--- src/rtl/vrpa_ram.sv ---
module vrpa_ram #(
   parameter int WIDTH = 8,
   parameter int DEPTH = 16
) (
   input  logic                     clock,
   input  logic                     wr_en,
   input  logic [$clog2(DEPTH)-1:0] wr_addr,
   input  logic [WIDTH-1:0]         wr_data,
   input  logic                     rd_en,
   input  logic [$clog2(DEPTH)-1:0] rd_addr,
   output logic [WIDTH-1:0]         rd_data
);

   logic [WIDTH-1:0] mem_ff [DEPTH];
   logic [WIDTH-1:0] rd_data_ff;

   always_ff @(posedge clock) begin
      if (wr_en) begin
         mem_ff[wr_addr] <= wr_data;
      end
      if (rd_en) begin
         rd_data_ff <= mem_ff[rd_addr];
      end
   end

   assign rd_data = rd_data_ff;

endmodule

--- config.mk ---
export PLATFORM = sky130hd
export DESIGN_NAME = vrpa_ram
export DESIGN_NICKNAME = d
export VERILOG_FILES = /design/src/rtl/vrpa_ram.sv
export SDC_FILE = /design/constraint.sdc
export NUM_CORES = 1
export LEC_CHECK = 0
export BUFFER_PORTS_ARGS = -buffer_cell sky130_fd_sc_hd__buf_2
export CORE_MARGIN = 2
export CORE_UTILIZATION = 55
export CTS_BUF_LIST = sky130_fd_sc_hd__clkbuf_8
export DETAILED_ROUTE_END_ITERATION = 10
export PLACE_DENSITY = 0.73
export SYNTH_ARGS = -nofsm -noshare
export SYNTH_HDL_FRONTEND = slang
export SYNTH_SLANG_ARGS = --single-unit
--- constraint.sdc ---
create_clock -name clock -period 3.4 [get_ports clock]
set_input_delay 0.34 -clock clock [delete_from_list [all_inputs] [get_ports clock]]
set_output_delay 0.34 -clock clock [all_outputs]
set_load 0.02 [all_outputs]
# After elaboration in Yosys (flattened, before gate mapping)
# Memory sizes are Yosys's and may differ from the RTL's. A register that Yosys moved wholly into a read port is not among the register bits.
# Cells that the tools add are included.
# op_classes
mux,2
# ops
operator,n
$mux W1,2
# totals
reg_bits,0
ram_bits,128
wordCells,3
n_memories,1
# mem_list
memory,words,width,rd,rd_ports_with_merged_regs,wr,line_no,rtl
mem_ff,16,8,1,1,1,14,logic [WIDTH-1:0] mem_ff [DEPTH];

# Longest topological paths before layout
# logic_depth
word_depth,2
ltp_mapped,5
mapped_depth_nobuf,3

# Least setup slack after synthesis
# OpenSTA, ideal clock, no wires.
# synth_timing
path_kind,input to register
from,input port wr_addr[2]
to,memory mem_ff[0][0] (enable)
arrival_time_ps,1450
required_time_ps,3017
setup_slack_ps,1567
cell_stages,2
cell_sequence,or3b_2 nor3_1
# synth_rtl
element,line_no,rtl
from (decl),7,"input logic [$clog2(DEPTH)-1:0] wr_addr,"
to (decl),14,
# No word-level cell before the write port.

==> impl_results.md <==
* Worst reg-to-reg path cell count at 3
* Clk sinks at 136
* CP startpoint: rd_addr[0]
* Power Density at just over 600 nW/µm²
* RSZ-0062 raised after global routing: no
* Syn Inst Count at 229
* Status: finished, final reports clean
* Worst path slowest cell: mux4_2
* Pleak at 1.97 nW
* WP depth at 5
* Share of cells above drive strength 1 at 0.285
* Die Span X at 101 µm
* Syn_area_per_cell at 22.8 µm²
* Critical path fanouts, max at 10
* Postcts setup bufs at 0
* Synthesized area at 5230 µm²
* Area of the die at 10300 µm²
* Hold Fails Final Rpt at 0
* Port bufs at 26
* Worst path top cell family by delay: buffers and inverters
* Hold_buf cts at 0
* Number of synthesis warnings at 0
* CP Buf/Inv Count at 2
* DPL Wire Length at 6040 µm
* ANT nets after route at 0
* # H-tree levels at 4
* Vias in the first global route at 2471
* Post-synthesis sequential area ratio at 0.781
* Clock buffer depth at 2
* Hold Path Origin: rd_en
* Starting Density at 0.566
* Final instance area at 5960 µm²
* Final slew viol count at 0
* Worst Max-Slew Pin Slew at ~1.1 ns
* Number of nets in the layout at 288
* Max incr delay on CP at 0.55 ns
* Drt pass-1 iters at 5
* Rows at 35
* ANT cells at 0
* Post-DP Area at 5480 µm²
* Setup TNS at 0 ns
* Clock-pin slew of the registers on the worst-case setup and hold paths at roughly 0.08 ns
* Crit path required time at 3.57 ns
* Initial antenna violation count at 0
* Vias post-DR at 2412
* Largest net degree at the start of global routing at 33
* Max-Cap Viols at 0
* Area delta synth->final at 14.1%
* Hold path depth at 1
* Filler cells at 618
* Slew HR at 0.262
* Worst r2r src: mem_ff[3][7]
* Drt drc at 0
* CTS tree: done
* Clock root cell: clkbuf_8
* Seq cells post-synth at about 140
* Wire per inst at 23.8 µm
* Core area at around 9000 µm²
* Syn nets at 248
* Overflow after GRT at 0
* Crit path kind: in -> reg
* Unique masters post-synth at 18
* Gr usage total at 0.213
* RePlAce Congestion at roughly 0.73
* Setup Skew at 0.0130 ns
* Worst vdd ir at 0.325 mV
* Global-route wire length before repair at approximately 15000 µm
* CP Launch Type: primary input
* Fmax at 581 MHz
* TritonCTS buffer count at 17
* Worst min-delay path class: in -> reg
* Final period util at 0.506
* Post-Route WL at slightly below 10000 µm
* Crit-path cells: buf_2 > buf_4 > mux4_2 > a22oi_1 > nand2_1
* Period minus WS final at approximately 1.7 ns
* Vias per std cell at 5.88
* CP arrival at 1.89 ns
* Worst-Skew Late Latency at 0.42 ns
* Final setup viols at 0
* Starting DRC count in detailed routing at 273
* Number of I/O pins at 27
* DIE HEIGHT at 101 µm
* CP endpoint kind: flop
* Post-CTS sizing at 0
[final cells by class]
class	instances	area (µm²)	area share
sequential	136	4080	0.685
multi-input combinational	83	1060	0.178
clock inverter	14	254	0.0426
clock buffer	17	234	0.0392
timing repair buffer	31	168	0.0281
tap	129	161	0.0271
[synth_stat cells (all sizes together)]
library cell / number / area [µm²]
a22oi: 16 / 120
and2: 1 / 6.26
and2b: 1 / 7.51
buf: 7 / 56.3
clkdlybuf4s25: 3 / 30.0
edfxtp: 136 / 4080
mux4: 32 / 773
nand2: 9 / 33.8
nand2b: 2 / 12.5
nand3: 1 / 5.00
nand3b: 2 / 15.0
nor2: 13 / 48.8
nor2b: 1 / 6.26
nor3: 4 / 20.0
or3b: 1 / 8.76
[metal layers]
layer  up-vias  GRT usage  part of all wire
met3         7     0.0621             0.062
met2        88      0.315              0.49
li1       1056          -                 -
met5         -          0                 0
met4         0     0.0800            0.0092
met1      1261      0.307              0.44
[power by group]
group          internal [mW]  leakage, nW  switching [mW]  total [mW]
Sequential              1.89         1.24         0.00985        1.90
Combinational         0.0674        0.500           0.105       0.173
Clock                   1.01        0.233           0.581        1.59
[worst reg2reg max path, stage by stage, from the launching register on]
cell	delay [ns]
edfxtp_1	0.38
mux4_2	0.51
a22oi_1	0.30
nand2_1	0.08
[state kept, by name (all words and copies together), names as in the netlist]
register and cells:
rd_data 8, mem_ff 128
[cell families (layout without fill, tap and decap cells)]
group           after synthesis  in the layout  share of synthesized area
compound gates               16             16                     0.0230
buf+inv                      10             62                     0.0165
flops                       136            136                      0.781
mux                          32             32                      0.148
simple gates                 35             35                     0.0314
[metrics by stage]
| step | power (mW) | hold WS, ns | worst slack (ns) | utilization | instances |
|---|---|---|---|---|---|
| floorplan | 2.04 | 0.439 | 1.57 | - | 229 |
| global placement | 2.10 | 0.725 | 1.28 | 0.593 | 379 |
| detailed placement | 2.11 | 0.718 | 1.26 | 0.593 | 379 |
| CTS | 3.67 | 0.274 | 1.68 | 0.645 | 410 |
| global route | 3.78 | 0.260 | 1.55 | 0.645 | 410 |
| finish | 3.66 | 0.282 | 1.68 | 0.645 | 410 |
[cells in the final DEF (no fill, tap or decap), types with 5 or more instances in the layout]
cell type and n:
buf_4 5, clkbuf_8 17, bufinv_16 7, buf_2 26, nor2_1 13, mux4_1 14, edfxtp_1 136, a22oi_1 16
mux4_2 18, nand2_1 9
[path summary, 6_finish.rpt]
check	end	slack, ns
worst max-delay path	rd_data[7]	1.68
worst min-delay path	rd_data[3]	0.28
worst min register to register	rd_data[0]	0.76
worst max register to register	rd_data[7]	1.88
No activity file was read; power rests on OpenSTA's default activity.
