==> config.mk <==
export PLATFORM = sky130hd
export DESIGN_NAME = vrpa_space
export DESIGN_NICKNAME = d
export VERILOG_FILES = /design/src/rtl/vrpa_pkg.sv /design/src/rtl/vrpa_space.sv
export SDC_FILE = /design/constraint.sdc
export NUM_CORES = 1
export LEC_CHECK = 0
export ABC_AREA = 1
export CAP_MARGIN = 20
export CORE_UTILIZATION = 50
export DETAILED_ROUTE_END_ITERATION = 6
export DONT_BUFFER_PORTS = 1
export GPL_TIMING_DRIVEN = 1
export PLACE_DENSITY = 0.65
export SYNTH_ARGS = -nofsm -noshare
export SYNTH_HDL_FRONTEND = slang
export SYNTH_SLANG_ARGS = --single-unit
==> constraint.sdc <==
create_clock -name vclk -period 3.9
set_input_delay 0 -clock vclk [all_inputs]
set_output_delay 0 -clock vclk [all_outputs]
set_load 0.01 [all_outputs]
==> src/rtl/vrpa_pkg.sv <==
package vrpa_pkg;

   localparam int DEFAULT_MAX_REGIONS = 256;
   localparam int DEFAULT_PAGE_BITS   = 12;
   localparam int DEFAULT_ADDR_BITS   = 32;

   localparam int FIELD_BITS     = 32;
   localparam int FREED_BITS     = 21;
   localparam int CSR_INDEX_BITS = 1;

   typedef enum logic [1:0] {
      KIND_ALLOCATE = 2'd0,
      KIND_RELEASE  = 2'd1,
      KIND_CHECK    = 2'd2,
      KIND_NOP      = 2'd3
   } kind_type;

   typedef enum logic [1:0] {
      STATUS_OK         = 2'd0,
      STATUS_NO_SPACE   = 2'd1,
      STATUS_TABLE_FULL = 2'd2,
      STATUS_NOT_FOUND  = 2'd3
   } status_type;

   typedef enum logic [CSR_INDEX_BITS-1:0] {
      CSR_POOL_BASE  = 1'b0,
      CSR_POOL_BYTES = 1'b1
   } csr_index_type;

   typedef enum logic [2:0] {
      ST_IDLE,
      ST_ALLOC_CHECK,
      ST_ALLOC_WRITE,
      ST_REL_SCAN,
      ST_REL_DECIDE,
      ST_REL_SHIFT,
      ST_REL_FINISH,
      ST_RESULT
   } state_type;

endpackage

==> src/rtl/vrpa_space.sv <==
module vrpa_space import vrpa_pkg::*; #(
   parameter int PAGE_BITS = DEFAULT_PAGE_BITS
) (
   input  logic [FIELD_BITS-1:0]    pool_base,
   input  logic [FIELD_BITS-1:0]    pool_bytes,
   input  logic [32-PAGE_BITS:0]    used_pages,
   input  logic [FIELD_BITS-1:0]    request_bytes,
   input  logic [FIELD_BITS-1:0]    address,
   output logic [32-PAGE_BITS:0]    request_pages,
   output logic [32-PAGE_BITS:0]    pages_left,
   output logic                     in_pool
);

   localparam int LEN_BITS = 33 - PAGE_BITS;
   localparam int TOT_BITS = 32 - PAGE_BITS;
   localparam logic [FIELD_BITS:0] PAGE_MASK = (FIELD_BITS+1)'((1 << PAGE_BITS) - 1);

   logic [FIELD_BITS:0]   rounded;
   logic [TOT_BITS-1:0]   total;
   logic [LEN_BITS-1:0]   avail;
   logic [FIELD_BITS:0]   pool_end;

   always_comb begin
      rounded       = {1'b0, request_bytes} + PAGE_MASK;
      request_pages = rounded[FIELD_BITS:PAGE_BITS];
      total         = pool_bytes[FIELD_BITS-1:PAGE_BITS];
      avail         = (total != '0) ? LEN_BITS'(total - TOT_BITS'(1)) : '0;
      pages_left    = (avail > used_pages) ? (avail - used_pages) : '0;
      pool_end      = {1'b0, pool_base} + {1'b0, pool_bytes};
      in_pool       = ({1'b0, address} >= {1'b0, pool_base}) && ({1'b0, address} < pool_end);
   end

endmodule

# Word-level counts from Yosys, hierarchy flattened
# Index checks and enable logic that the tools add are counted.
[word_totals] word_cells=11 out_inout_bits=43 input_bits=149 register_bits=0
[classes] muxes=2 reduce_logical=2 add_sub_neg=4 order_cmp=3
[ops] cell="$mux W21" n=2
[ops] cell="$add A32 B12 Y33 const B" n=1
[ops] cell="$add A32 B32 Y33" n=1
[ops] cell="$lt A32 B33 Y1" n=1
[ops] cell="$ge A32 B32 Y1" n=1
[ops] cell="$gt A21 B21 Y1" n=1
[ops] cell="$sub A20 B1 Y21 const B" n=1
[ops] cell="$sub A21 B21 Y21" n=1
[ops] cell="$reduce_bool A20 Y1" n=1
[ops] cell="$logic_and A1 B1 Y1" n=1

# Depth between registers and ports, before layout
[depth] ltp_word=4 depth_mapped=23 ltp_nobuf=22

# Worst setup path before layout
# Ideal clock, no wire load.
[synth_path] kind="input port to output port" from="in pool_base[0]" to="out in_pool" arrival_ps=2465 path_slack_ps=1435 required_time_ps=3900 n_path_buf=0 cell_stages=19 cell_sequence="ha_1 -> fa_1 -> nand2_1 -> nand3_1 -> and2_1 -> a21oi_1 -> o21bai_1 -> nand4_1 -> nand3_1 -> nand2_1 -> nand2_1 -> ha_1 -> a21oi_1 -> nor3_1 -> a211oi_1 -> nor2_1 -> nor2_1 -> nand2_1 -> nor2_1"
[synth_between] elab_chain_len=3 elab_cells_between_ends=4 cone_classes="add/sub (1); order compare (2); reduce/logical (1)"
[synth_rtl] item="start, declared" line="vrpa_space.sv:4" rtl="input logic [FIELD_BITS-1:0] pool_base,"
[synth_rtl] item="$add A32 B32 Y33" line="vrpa_space.sv:29" rtl="pool_end = {1'b0, pool_base} + {1'b0, pool_bytes};"
[synth_rtl] item="$lt A32 B33 Y1" line="vrpa_space.sv:30" rtl="in_pool = ({1'b0, address} >= {1'b0, pool_base}) && ({1'b0, address} < pool_end);"
[synth_rtl] item="$logic_and A1 B1 Y1 *" line="vrpa_space.sv:30"
[synth_rtl] item="end, declared" line="vrpa_space.sv:11" rtl="output logic in_pool"
# Every way passes the cells marked *; elsewhere a longest branch is shown, timed or not.

# Worst setup path in the final report
[layout_path] from="in pool_bytes[12]" to="out pages_left[18]"
[layout_between] elab_chain_len=4 elab_cells_between_ends=6 cone_classes="add/sub (2); order compare (1); mux (2); reduce/logical (1)"
[layout_rtl] item="start, declared" line="vrpa_space.sv:5" rtl="input logic [FIELD_BITS-1:0] pool_bytes,"
[layout_rtl] item="$sub A20 B1 Y21 or $reduce_bool A20 Y1 (tied branches)" line="vrpa_space.sv:27" rtl="avail = (total != '0) ? LEN_BITS'(total - TOT_BITS'(1)) : '0;"
[layout_rtl] item="$mux W21 *" line="vrpa_space.sv:27"
[layout_rtl] item="$sub A21 B21 Y21 or $gt A21 B21 Y1 (tied branches)" line="vrpa_space.sv:28" rtl="pages_left = (avail > used_pages) ? (avail - used_pages) : '0;"
[layout_rtl] item="$mux W21 *" line="vrpa_space.sv:28"
[layout_rtl] item="end, declared" line="vrpa_space.sv:10" rtl="output logic [32-PAGE_BITS:0] pages_left,"
# Marked as above.

==> results.txt <==
- In the global route stage, overall resource usage came out at 0.277.
- Endpoint type of the worst setup path: output port
- The number of different library cells used by synthesis comes to 43.
- Number of antenna violations at the first check in global routing: 0
* Number of DRC markers in iteration 0: 409
- Peak Freq: 334 MHz
- The flow ran to the end, and the final reports show no timing, DRC or antenna violations.
- For this block, wires on met1 add up to 8.41 mm.
- After detailed routing, the met3 layer carries 1.88 mm of wire.
- For this run, the post-layout net count is 1290.
- For this design the static power due to leakage is 0.00328 uW.
* Share of final-layout standard cells stronger than drive strength 1: 0.0294
- Setup TNS after final layout: 0 ns
- Number of sequential cells in the layout: 0
* Hold depth: 1
* Cell-by-cell trace of the critical path: inv_1 -> ha_1 -> nand2_1 -> nor2_1 -> nand2_1 -> inv_1 -> nand2_1 -> a21oi_1 -> nor2_1 -> ha_1 -> nand2_1 -> nor4_1 -> nand4_1 -> nand3_1 -> xor2_1 -> nor2_1
- Of the total synthesized cell area, the portion taken by full adders, half adders and majority gates is 0.258.
- Vias in the first global route: 5729
* Worst-path cell with the longest stage delay: nor4_1
- In the final routed layout, each cell accounts on average for 14.8 um.
* Synthesized-area fraction occupied by xor and xnor cells: 0.0910
- The number of buffers and inverters on the critical path is 2.
* First-pass iteration count of the detailed router: 5
- Power share of the combinational group: 1.000
- Path type of the worst setup path: primary input to output port
- Standard cell core area: 11400 um^2
- Final Core Density: 0.527
* Cell seen most often among critical-path stages: nand2_1
- Dividing total power by cell area gives a power density of 149 nW/um^2.
- Hold-fix buffers, CTS: 0
- The worst path needs 2.99 ns of the cycle, external delays included.
- Post-CTS setup buffers: 0
- Max-slew violation count: 0
- Hold path start: request_bytes[21]
- The min-delay analysis places its worst path in the category primary input to output port.
- Initial core utilization: 0.514
* Drt drc: 0
- In this run the worst path has a maximum fanout of 5.
* Die Y-Extent: 110 um
- Row generation in the floorplan step produced 39 rows.
* Floorplan die width: 110 um
* Unrepaired setup endpoints after global routing: false
- Tightest Pin Transition: 0.703 ns
* Sink of the worst hold path: request_pages[9]
* CP max stage delay: 0.52 ns
* Syn Nets: 1291
- # port buffers: 0
- Final hold violations: 0
- After filler insertion, the fill cell instance count of the layout stands at 1271.
- Arr. time, crit path: 2.99 ns
* Synthesized-area fraction occupied by and/or/nand/nor cells: 0.356
* First-pass GRT wire length: 26.8 mm
* Fraction of synthesized area in multiplexers: 0
- Final setup violation count: 0
- VDD IR max: 79.1 uV
- Via Count: 6386
* Kind of launch point of the worst setup path: primary input
- After synthesis, the largest family of logic cells by area is simple AND/OR/NAND/NOR gates.
- Of the synthesized area, sequential elements account for 0.
- Post-Syn Instances: 1022
* Fraction of power spent switching nets: 0.625
- Relative slew slack: 0.528
* Sum of overflow across all layers after global routing: 0
* Highest metal layer with signal wires: met4
* Clock network fraction of total power: 0
- Data on the critical path is required at its endpoint by 3.90 ns.
- Top Ports: 192
- Entering global routing, the biggest net connects 22 pins.
- Final weighted congestion in routability-driven placement: 0.975
* Area delta synth->final: 2.54%
- In the detailed route, the total length drawn on met2 is 6.83 mm.
- After detailed routing, the number of vias per cell comes to 5.50.
- Commonest non-fill, non-tap cells in the layout: nand2_1, inv_1, nor2_1
- P_sw: 562 uW
- Most frequent standard cell in the layout excluding fill and tap cells: nand2_1
- The die covers 12200 um^2.
- The repair_antennas step left the layout with diodes totalling 0.
* Design internal power: 336 uW
- Sequential cell area: 0 um^2
* Final-layout clock buffer total: 0
* Netlist area before placement: 5870 um^2
- Prior to clock tree synthesis, the placed netlist has a worst setup slack of 0.987 ns.
* Final routed wirelength across all metal layers: 17.2 mm
- The tool flagged a number of max-cap violations equal to 0.
- Post-route clock period utilization: 0.767
- Averaged over all synthesized cells, the footprint is 5.75 um^2.
* Part of the power in registers: 0
- The synthesized-area fraction occupied by ao, oa, aoi and oai cells was 0.178.
* Count of nets left with antenna violations after detail routing: 0
- During synthesis, Yosys emitted a total of 0 warnings.
* Gate family responsible for the most delay along the worst path: simple AND/OR/NAND/NOR gates
- Crit path setup slack, layout: 0.910 ns
* Quantity of gates resized following cts: 0
- Estimated wirelength of the detail-placed design: 15.5 mm
-- cell type report --
| type | instances | area, um^2 | share of cell area |
|---|---|---|---|
| inverter | 175 | 657 | 0.109 |
| multi-input combinational | 844 | 5180 | 0.861 |
| tap | 143 | 179 | 0.0297 |
-- synth_stat cells, drive strengths merged (10+ instances only) --
| cell | count | area [um^2] |
|---|---|---|
| nand4 | 19 | 119 |
| nor2 | 144 | 572 |
| xor2 | 32 | 280 |
| nand3 | 43 | 215 |
| nor3 | 22 | 136 |
| a31oi | 10 | 62.6 |
| a21oi | 97 | 485 |
| inv | 175 | 657 |
| o21ai | 44 | 235 |
| xnor2 | 29 | 254 |
| nand2 | 232 | 903 |
| ha | 118 | 1480 |
-- through the flow --
stage	cells	hold WS (ns)	area, um^2	total power [uW]
finish	1162	0.0819	6020	898
global route	1162	0.0858	6020	1030
CTS	1162	0.0832	6020	889
detailed placement	1162	0.0822	6020	883
global placement	1162	0.0841	6020	883
floorplan	1022	0.0801	5870	709
-- power by group through the flow --
stage	Combinational [uW]	Sequential (uW)	Clock, uW
floorplan	709	0	0
global placement	883	0	0
detailed placement	883	0	0
CTS	889	0	0
global route	1030	0	0
finish	898	0	0
-- how the worst max path moves through the flow --
stage / start / end / slack (ns) / cells past startpoint
finish: pool_bytes[12] / pages_left[18] / 0.91 / 16
global route: pool_bytes[12] / pages_left[20] / 0.43 / 15
CTS: pool_bytes[12] / pages_left[18] / 0.98 / 15
detailed placement: pool_bytes[12] / pages_left[18] / 0.99 / 15
global placement: pool_bytes[12] / pages_left[18] / 0.92 / 16
floorplan: pool_base[0] / in_pool / 1.43 / 19
-- layer usage --
metal  vias to the layer above  GRT usage
li1                       3370          -
met1                      2732      0.424
met2                       274      0.412
met3                        10     0.0511
met4                         0     0.0179
met5                         -          0
-- kinds of logic after synthesis --
family / after synthesis
AND/OR/NAND/NOR: 479
XOR/XNOR: 61
AO/OA/AOI/OAI: 184
adder cells (fa/ha/maj): 120
buffers and inverters: 178
Power figures use the tool's default switching activity.
